===== config.mk =====
export PLATFORM = sky130hd
export DESIGN_NAME = wifi_deauth_header_parser_unit
export DESIGN_NICKNAME = d
export VERILOG_FILES = /design/src/hw/rtl/wdhp_pkg.sv /design/src/hw/rtl/wdhp_field_capture.sv /design/src/hw/rtl/wifi_deauth_header_parser_unit.sv
export SDC_FILE = /design/constraint.sdc
export NUM_CORES = 1
export LEC_CHECK = 0
export ABC_AREA = 1
export BUFFER_PORTS_ARGS = -buffer_cell sky130_fd_sc_hd__buf_2
export CORE_MARGIN = 1.5
export CORE_UTILIZATION = 55
export CTS_BUF_LIST = sky130_fd_sc_hd__clkbuf_4 sky130_fd_sc_hd__clkbuf_8
export CTS_CLUSTER_SIZE = 28
export DETAILED_ROUTE_END_ITERATION = 8
export GPL_TIMING_DRIVEN = 1
export PLACE_DENSITY = 0.79
export REMOVE_ABC_BUFFERS = 1
export SLEW_MARGIN = 20
export SYNTH_ARGS = -nofsm -noshare
export SYNTH_HDL_FRONTEND = slang
export SYNTH_SLANG_ARGS = --single-unit

===== constraint.sdc =====
create_clock -name clk -period 29.1 [get_ports clk]
set_clock_uncertainty 0.2 [all_clocks]
set_input_delay 2.91 -clock clk [delete_from_list [all_inputs] [get_ports clk]]
set_output_delay 2.91 -clock clk [all_outputs]
set_load 0.01 [all_outputs]

===== src/hw/rtl/wdhp_pkg.sv =====
// Types, constants and the frame evaluation function of the header parser.
package wdhp_pkg;

    localparam int BYTE_W     = 8;
    localparam int POS_W      = 5;
    localparam int LEN_W      = POS_W + 1;
    localparam int ADDR_BYTES = 6;
    localparam int ADDR_W     = ADDR_BYTES * BYTE_W;

    // Byte positions inside the header
    localparam logic [POS_W-1:0] POS_FC_LOW  = 5'd0;
    localparam logic [POS_W-1:0] POS_FC_HIGH = 5'd1;
    localparam logic [POS_W-1:0] POS_ADDR1   = 5'd4;
    localparam logic [POS_W-1:0] POS_ADDR2   = 5'd10;
    localparam logic [POS_W-1:0] POS_ADDR3   = 5'd16;
    localparam logic [POS_W-1:0] POS_SEQ_LO  = 5'd22;
    localparam logic [POS_W-1:0] POS_SEQ_HI  = 5'd23;
    localparam logic [POS_W-1:0] POS_MAX     = 5'd31;

    // Header lengths without and with the Order bit
    localparam logic [POS_W-1:0] HDR_LEN_BASE  = 5'd24;
    localparam logic [POS_W-1:0] HDR_LEN_ORDER = 5'd28;

    // Frame control codes
    localparam logic [1:0] TYPE_MGMT        = 2'd0;
    localparam logic [3:0] SUBTYPE_DISASSOC = 4'd10;
    localparam logic [3:0] SUBTYPE_DEAUTH   = 4'd12;
    localparam int FLAG_PROTECTED_BIT = 6;
    localparam int FLAG_ORDER_BIT     = 7;

    typedef struct packed {
        logic [BYTE_W-1:0] fc_low;
        logic [BYTE_W-1:0] fc_high;
        logic [ADDR_W-1:0] addr_one;
        logic [ADDR_W-1:0] addr_two;
        logic [ADDR_W-1:0] addr_three;
        logic [15:0]       seq_ctrl;
        logic [15:0]       reason;
    } capture_t;

    typedef struct packed {
        logic              accepted;
        logic [ADDR_W-1:0] receiver_addr;
        logic [ADDR_W-1:0] transmitter_addr;
        logic [ADDR_W-1:0] bss_id;
        logic [3:0]        subtype_code;
        logic [BYTE_W-1:0] frame_flags;
        logic [3:0]        fragment_number;
        logic [11:0]       sequence_number;
        logic [15:0]       reason_code;
        logic              reason_present;
        logic              body_truncated;
    } result_t;

    // Judge a finished frame from its captured fields and its length in bytes.
    function automatic result_t evaluate(capture_t cap, logic [LEN_W-1:0] len);
        result_t          res;
        logic [LEN_W-1:0] hdr;
        logic [1:0]       ftype;
        logic [3:0]       sub;
        logic             ok;
        res   = '0;
        hdr   = cap.fc_high[FLAG_ORDER_BIT] ? LEN_W'(HDR_LEN_ORDER) : LEN_W'(HDR_LEN_BASE);
        ftype = cap.fc_low[3:2];
        sub   = cap.fc_low[7:4];
        ok    = (len >= LEN_W'(HDR_LEN_BASE)) && (ftype == TYPE_MGMT)
                && ((sub == SUBTYPE_DISASSOC) || (sub == SUBTYPE_DEAUTH)) && (len >= hdr);
        if (ok) begin
            res.accepted         = 1'b1;
            res.receiver_addr    = cap.addr_one;
            res.transmitter_addr = cap.addr_two;
            res.bss_id           = cap.addr_three;
            res.subtype_code     = sub;
            res.frame_flags      = cap.fc_high;
            res.fragment_number  = cap.seq_ctrl[3:0];
            res.sequence_number  = cap.seq_ctrl[15:4];
            // Protected frames carry an encrypted body: report no reason
            if (!cap.fc_high[FLAG_PROTECTED_BIT]) begin
                if (len < hdr + LEN_W'(2)) begin
                    res.body_truncated = 1'b1;
                end
                else begin
                    res.reason_code    = cap.reason;
                    res.reason_present = 1'b1;
                end
            end
        end
        return res;
    endfunction

endpackage


===== src/hw/rtl/wdhp_field_capture.sv =====
// Header field capture registers, written one byte per transaction by position.
module wdhp_field_capture
    import wdhp_pkg::*;
(
    input  logic              clk,
    input  logic              rst_n,
    input  logic              load,
    input  logic [POS_W-1:0]  pos,
    input  logic [BYTE_W-1:0] data_byte,
    output capture_t          cap_next
);

    capture_t         cap_reg;
    logic [POS_W-1:0] hdr_len;

    // Steer the byte into the field that owns its position
    always_comb begin
        hdr_len  = cap_reg.fc_high[FLAG_ORDER_BIT] ? HDR_LEN_ORDER : HDR_LEN_BASE;
        cap_next = cap_reg;
        if (load) begin
            if (pos == POS_FC_LOW) begin
                cap_next.fc_low = data_byte;
            end
            if (pos == POS_FC_HIGH) begin
                cap_next.fc_high = data_byte;
            end
            for (int k = 0; k < ADDR_BYTES; k++) begin
                if (pos == POS_W'(POS_ADDR1 + k)) begin
                    cap_next.addr_one[BYTE_W*k +: BYTE_W] = data_byte;
                end
                if (pos == POS_W'(POS_ADDR2 + k)) begin
                    cap_next.addr_two[BYTE_W*k +: BYTE_W] = data_byte;
                end
                if (pos == POS_W'(POS_ADDR3 + k)) begin
                    cap_next.addr_three[BYTE_W*k +: BYTE_W] = data_byte;
                end
            end
            if (pos == POS_SEQ_LO) begin
                cap_next.seq_ctrl[7:0] = data_byte;
            end
            if (pos == POS_SEQ_HI) begin
                cap_next.seq_ctrl[15:8] = data_byte;
            end
            // Reason bytes follow the header, whose length the Order bit sets
            if (pos == hdr_len) begin
                cap_next.reason[7:0] = data_byte;
            end
            else if (pos == hdr_len + POS_W'(1)) begin
                cap_next.reason[15:8] = data_byte;
            end
        end
    end

    // Hold captured fields across frames
    always_ff @(posedge clk or negedge rst_n) begin
        if (!rst_n) begin
            cap_reg <= '0;
        end
        else begin
            cap_reg <= cap_next;
        end
    end

endmodule


===== src/hw/rtl/wifi_deauth_header_parser_unit.sv =====
// Top level: 802.11 disassociation/deauthentication header parser.
// Result path: the byte carrying frame_end is registered in the input register, then its result in the output register.
// Throughput: one byte per cycle; input stalls only while a frame end sits in the
// input register behind a result that the output side has not yet taken.
// Reset: clears the byte position, valid flags and all captured header fields.
module wifi_deauth_header_parser_unit
    import wdhp_pkg::*;
(
    input  logic              clk,
    input  logic              rst_n,
    input  logic              in_valid,
    output logic              in_stall,
    input  logic [7:0]        data_byte,
    input  logic              frame_end,
    output logic              out_valid,
    input  logic              out_stall,
    output logic              accepted,
    output logic [47:0]       receiver_addr,
    output logic [47:0]       transmitter_addr,
    output logic [47:0]       bss_id,
    output logic [3:0]        subtype_code,
    output logic [7:0]        frame_flags,
    output logic [3:0]        fragment_number,
    output logic [11:0]       sequence_number,
    output logic [15:0]       reason_code,
    output logic              reason_present,
    output logic              body_truncated
);

    logic              in_accept;
    logic              s1_hold;
    logic              s1_load;
    logic              result_fire;
    logic [POS_W-1:0]  pos_reg;
    logic [POS_W-1:0]  pos_next;
    logic              s1_valid_reg;
    logic [BYTE_W-1:0] s1_byte_reg;
    logic              s1_end_reg;
    logic [POS_W-1:0]  s1_pos_reg;
    logic              out_valid_reg;
    logic              out_valid_next;
    result_t           out_reg;
    capture_t          cap_next;

    // Hold the input register only when a frame end meets a blocked result
    assign s1_hold     = s1_valid_reg && s1_end_reg && out_valid_reg && out_stall;
    assign in_stall    = s1_hold;
    assign in_accept   = in_valid && !in_stall;
    assign s1_load     = s1_valid_reg && !s1_hold;
    assign result_fire = s1_load && s1_end_reg;

    // Advance the byte position, saturate on long frames, restart on frame end
    always_comb begin
        pos_next = pos_reg;
        if (in_accept) begin
            if (frame_end) begin
                pos_next = '0;
            end
            else if (pos_reg != POS_MAX) begin
                pos_next = pos_reg + POS_W'(1);
            end
        end
    end

    always_ff @(posedge clk or negedge rst_n) begin
        if (!rst_n) begin
            pos_reg      <= '0;
            s1_valid_reg <= 1'b0;
        end
        else begin
            pos_reg <= pos_next;
            if (!s1_hold) begin
                s1_valid_reg <= in_accept;
            end
        end
    end

    // Register the accepted byte with its position
    always_ff @(posedge clk) begin
        if (in_accept) begin
            s1_byte_reg <= data_byte;
            s1_end_reg  <= frame_end;
            s1_pos_reg  <= pos_reg;
        end
    end

    wdhp_field_capture u_capture (
        .clk       (clk),
        .rst_n     (rst_n),
        .load      (s1_load),
        .pos       (s1_pos_reg),
        .data_byte (s1_byte_reg),
        .cap_next  (cap_next)
    );

    // Keep the result until the output side takes it
    assign out_valid_next = result_fire || (out_valid_reg && out_stall);

    always_ff @(posedge clk or negedge rst_n) begin
        if (!rst_n) begin
            out_valid_reg <= 1'b0;
        end
        else begin
            out_valid_reg <= out_valid_next;
        end
    end

    always_ff @(posedge clk) begin
        if (result_fire) begin
            out_reg <= evaluate(cap_next, {1'b0, s1_pos_reg} + LEN_W'(1));
        end
    end

    assign out_valid        = out_valid_reg;
    assign accepted         = out_reg.accepted;
    assign receiver_addr    = out_reg.receiver_addr;
    assign transmitter_addr = out_reg.transmitter_addr;
    assign bss_id           = out_reg.bss_id;
    assign subtype_code     = out_reg.subtype_code;
    assign frame_flags      = out_reg.frame_flags;
    assign fragment_number  = out_reg.fragment_number;
    assign sequence_number  = out_reg.sequence_number;
    assign reason_code      = out_reg.reason_code;
    assign reason_present   = out_reg.reason_present;
    assign body_truncated   = out_reg.body_truncated;

endmodule


---- Word level (Yosys, flattened, before mapping) ----
Index checks and enable logic that the tools add are counted.
storage, ports and cells
  flip-flop bits (word level) ............. 404
  word-level logic and storage cells ...... 113
operators by class
  muxes and demuxes ....................... 34
  $lt $le $gt $ge ......................... 3
  $add $sub $neg .......................... 4
  eq/ne operators ......................... 26
  bitwise gates (word level) .............. 1
  reduce and logical (&&, ||, !) cells .... 20
operator list
  kind                   number
  $mux W8                25
  $mux W192              1
  $mux W191              1
  $eq A5 B4 Y1 const B   8
  $eq A5 B5 Y1 const B   8
  $eq A5 B3 Y1 const B   4
  $mux W18               1
  $mux W17               1
  $add A5 B1 Y5 const B  2
  $eq A5 B5 Y1           2
  $logic_and A1 B1 Y1    10
  $mux W5                2
  $eq A4 B4 Y1 const B   2
  $add A5 B1 Y6 const B  1
  $add A5 B2 Y6 const B  1
  $ge A6 B5 Y1           1
  $ge A6 B5 Y1 const B   1
  $lt A6 B6 Y1           1
  $mux W3                2
  $eq A5 B1 Y1 const B   1
  $logic_not A5 Y1       1
  $ne A5 B5 Y1 const B   1
  $reduce_and A2 Y1      2
  $reduce_or A3 Y1       1
  7 further kinds        8

---- Longest topological paths before layout ----
  depth after elaboration ................. 12
  depth in mapped cells ................... 18
  gate-level depth less buffers ........... 16

---- Cells and area by module ----
Synthesis repeated with hierarchy kept, for this count alone.
unflattened totals
  cells, all modules ...................... 1518
  area, all modules ....................... 17162.7 µm²
by module, submodules not included
  module                          cells each  instances  area an instance (µm²)
  wifi_deauth_header_parser_unit  686         1          9839.4
  wdhp_field_capture              832         1          7323.3

---- Worst setup path after synthesis ----
Ideal clock, no wire load.
  path kind ............................... input port to flip-flop
  start point ............................. input port out_stall
  end point ............................... register out_reg (netlist bit accepted) (enable)
  library setup time ...................... 746 ps
  data required time ...................... 28154 ps
  data arrival time ....................... 11044 ps
  path slack .............................. 17110 ps
  cell stages on the path ................. 3
  path through ............................ nand2_1 -> inv_1 -> nor2_1
on the way
  longest elaborated chain between the ends .. 4
ends and longest elaborated chain
  element                 line                                   text
  start: declaration      wifi_deauth_header_parser_unit.sv:16   input logic out_stall,
  $logic_and A1 B1 Y1     wifi_deauth_header_parser_unit.sv:46   assign s1_hold = s1_valid_reg && s1_end_reg && out_valid_reg && out_stall;
  $logic_not A1 Y1        n/a
  $logic_and A1 B1 Y1     wifi_deauth_header_parser_unit.sv:49   assign s1_load = s1_valid_reg && !s1_hold;
  $logic_and A1 B1 Y1     wifi_deauth_header_parser_unit.sv:50   assign result_fire = s1_load && s1_end_reg;
  via result_fire         wifi_deauth_header_parser_unit.sv:33   logic result_fire;
  end signal: assignment  wifi_deauth_header_parser_unit.sv:110  out_reg <= evaluate(cap_next, {1'b0, s1_pos_reg} + LEN_W'(1));
  end: declaration        wifi_deauth_header_parser_unit.sv:42   result_t out_reg;
The timed path passes the listed nets, and every way through them passes these cells.
A chain may end at the register's enable or synchronous reset.

---- Worst setup path after layout ----
  start point ............................. input port out_stall
  end point ............................... register out_reg (netlist bit receiver_addr[20]) (data pin)
on the way
  longest elaborated chain between the ends .. 8
  elaborated cells between the ends (all ways) .. 13
  those cells by class .................... 1 x order compare; 2 x eq/ne; 2 x mux; 8 x reduce/logical
ends and longest elaborated chain
  element                                               line                                  text
  $logic_and A1 B1 Y1 (*)                               wifi_deauth_header_parser_unit.sv:46
  $logic_not A1 Y1 (*)                                  n/a
  $logic_and A1 B1 Y1 (*)                               wifi_deauth_header_parser_unit.sv:49
  $mux W192 (*)                                         wdhp_field_capture.sv:20              if (load) begin
  branches (longest 4 deep; another with $ge A6 B5 Y1)  n/a
Mark *: on every way between the ends.

==> run_results.csv <==
group,metric,value,unit
status,status,"completed",
final_layout,largest_reg_flops,190,
clock_tree,h-tree-depth,2,
synth,yosysTopAreaCell,"edfxtp_1",
die,die_h,173.1,microns
clock_tree,cts.sinks,402,
clock_tree,cts_hold_buf,0,
synth,syn-instance-count,1511,
clock_tree,insertion_delay,0.59,ns
setup_path,cp.arrival,6.93,ns
timing,worstMarginPinSlew,1.112,ns
min_path,hp-class,"flop to flop",
drt,drt.antenna.violating_nets,0,
timing,layout_min_cycle_time,6.835,ns
timing,finalSetupTns,0,ns
setup_path,start_kind,"input port",
clock_tree,max-clock-path-buffers,3,
clock_tree,cts_setup_buffers,0,
final_layout,final_common_cell,"inv_1",
final_layout,layout.cells.non_filler,2156,
timing,post-route-period-util,0.2349,
placement,pre_cts_slack,21.72,ns
setup_path,worstPathMaxFanout,94,
timing,fmax,146.3,MHz
timing,slew_headroom,0.2584,
clock_tree,clk_pin_slew,0.06,ns
placement,hpwl,19.66,mm
die,core_area,28550,sq um
setup_path,crit_type,"input port to flop",
drt,vias_per_cell,4.843,
synth,ys_types,31,
synth,ys_warn_count,0,
global_route,grt_pass1_vias,10214,
synth,synth_seq_area_share,0.6968,
clock_tree,cts_resized,0,
timing,whs,0.2624,ns
setup_path,end_kind,"flop",
power,p_per_area,75.66,nW/um^2
power,p_leak,9.156,nW
setup_path,cp_slowest_stage_delay,0.81,ns
drt,remaining_drc_errors,0,
drt,wl,33.11,mm
clock_tree,clockRootBuffer,"clkbuf_8",
die,row_count,62,
drt,firstDrtPassIters,5,
die,start_util,0.5573,
timing,grt_setup_unrepaired,"false",
synth,ys_seq_elements,402,
final_layout,area_growth,15.34,%
final_layout,antennaDiodeCount,0,
placement,gp_congestion,0.8531,
flow_run,cap_violations,0,
power,peakVddDrop,0.04356,mV
global_route,grt_max_degree,159,
synth,synth_top_area_frac,0.3869,
timing,setup_viol_count_final,0,
setup_path,required,29.19,ns
synth,netlist_top_cells_area,"edfxtp_1 39%, dfrtp_1 31%, inv_1 8.4%, nand2_1 5.2%, o21ai_0 5.2%",
final_layout,final_cell_mix,"356 x inv_1, 221 x nand2_1, 206 x nor2_1",
drt,num_vias,10442,
setup_path,worst_path_most_repeated_cell,"nor2_1",
placement,io_buffer_count,205,
timing,setup_ws,22.26,ns
global_route,grt_pass1_wl,52.38,mm
timing,drv_slew,0,
final_layout,drive_above_1_share,0.1896,
timing,hold_viol,0,
drt,wl_per_cell,15.36,microns
global_route,grtUsageTotal,0.2236,
global_route,antenna_found_initial,0,
setup_path,slowest_stage,"buf_4",
global_route,grt_overflow,0,
die,floorplan.die_area,29960,sq um
power,total_power,1.388,mW
clock_tree,tritoncts,"built",
placement,dp_cells,2045,
clock_tree,cts_buffers,59,
setup_path,crit_chain,"buf_2 -> nand2_1 -> nor2_4 -> nor2_4 -> nand3_1 -> o21ai_0 -> ha_1 -> inv_1 -> nor3_1 -> nor2_1 -> nor2_1 -> nand2_4 -> buf_4 -> nor2_1",
final_layout,layout.nets,1746,
drt,dr.first_iter.drc_count,770,
die,ios,206,
die,fp.dieW,173.1,microns
synth,syn_area,15910,sq um
synth,avgSynthCellArea,10.53,sq um
[final cells by class]
class,count,area (sq um)
clock buffers,87,1054
clock inverters,23,127.6
fillers,2336,10200
inverters,362,1359
multi-input cells,685,3115
flip-flops and latches,402,11090
well taps,384,480.5
repair buffers,213,1129
[layer usage]
layer / track usage / vias to the layer above / share of wire
met5: 0 / - / 0
met4: 0.06848 / 0 / 0.023
met3: 0.04024 / 57 / 0.066
met2: 0.3721 / 363 / 0.48
met1: 0.3027 / 4975 / 0.43
li1: - / 5047 / -
[power by group]
part / switching [mW] / leakage (nW) / internal [mW] / total (mW)
clock network: 0.204 / 0.626 / 0.240 / 0.445
logic: 0.141 / 4.39 / 0.0731 / 0.214
registers: 0.0323 / 4.14 / 0.698 / 0.730
total: 0.377 / 9.16 / 1.01 / 1.39
[cells in the mapped netlist]
cell and number:
xor2_1 2, and3_1 1, nor2_8 1, dfrtp_1 197
o21a_1 17, ha_1 10, nand3_1 26, a21oi_1 4
buf_4 2, buf_2 7, o21ai_1 6, buf_6 16
nor2_1 207, nor2_4 2, inv_2 6, nand3_4 1
o21ai_0 164, or2_2 8, nor3_2 2, clkbuf_1 36
nand2_1 222, nand4_1 3, or2_0 1, nand4_2 1
inv_1 356, nand2_2 3, conb_1 1, edfxtp_1 205
clkbuf_2 1, nor2_2 1, nor3_1 2
[cells by family after synthesis]
| kind of cell | after synthesis | synth area share |
|---|---|---|
| compound gates | 191 | 0.06276 |
| xor+xnor | 2 | 0.001101 |
| fa+ha+maj | 10 | 0.007865 |
| buf+inv | 424 | 0.1087 |
| flops | 402 | 0.6968 |
| other cells | 1 | 0.0002357 |
| simple gates | 481 | 0.1225 |
[worst paths after layout]
| check | startpoint | endpoint | slack, ns | depth (start not counted) |
|---|---|---|---|---|
| max in group asynchronous | rst_n | u_capture.cap_reg[180] | 25.46 | 2 |
| hold / removal | pos_reg[3] | s1_pos_reg[3] | 0.26 | 0 |
| setup reg to reg | s1_valid_reg | receiver_addr[20] | 24.24 | 13 |
| min in group asynchronous | rst_n | u_capture.cap_reg[34] | 2.01 | 1 |
| hold reg to reg | pos_reg[3] | s1_pos_reg[3] | 0.26 | 0 |
| setup / recovery | out_stall | receiver_addr[20] | 22.26 | 14 |
[critical path, delay by kind of cell]
| kind | cells | cell delay, ns |
|---|---|---|
| AND/OR/NAND/NOR | 9 | 2.22 |
| buffers and inverters | 3 | 0.96 |
| AO/OA/AOI/OAI | 1 | 0.47 |
| adder cells (fa/ha/maj) | 1 | 0.31 |
[through the flow]
stage / instance area, sq um / utilization
global placement: 17130 / 0.6002
global route: 18350 / 0.6428
floorplan: 15540 / -
finish: 18350 / 0.6428
detailed placement: 17140 / 0.6004
CTS: 18320 / 0.6418
No activity file was read; power rests on OpenSTA's default activity.
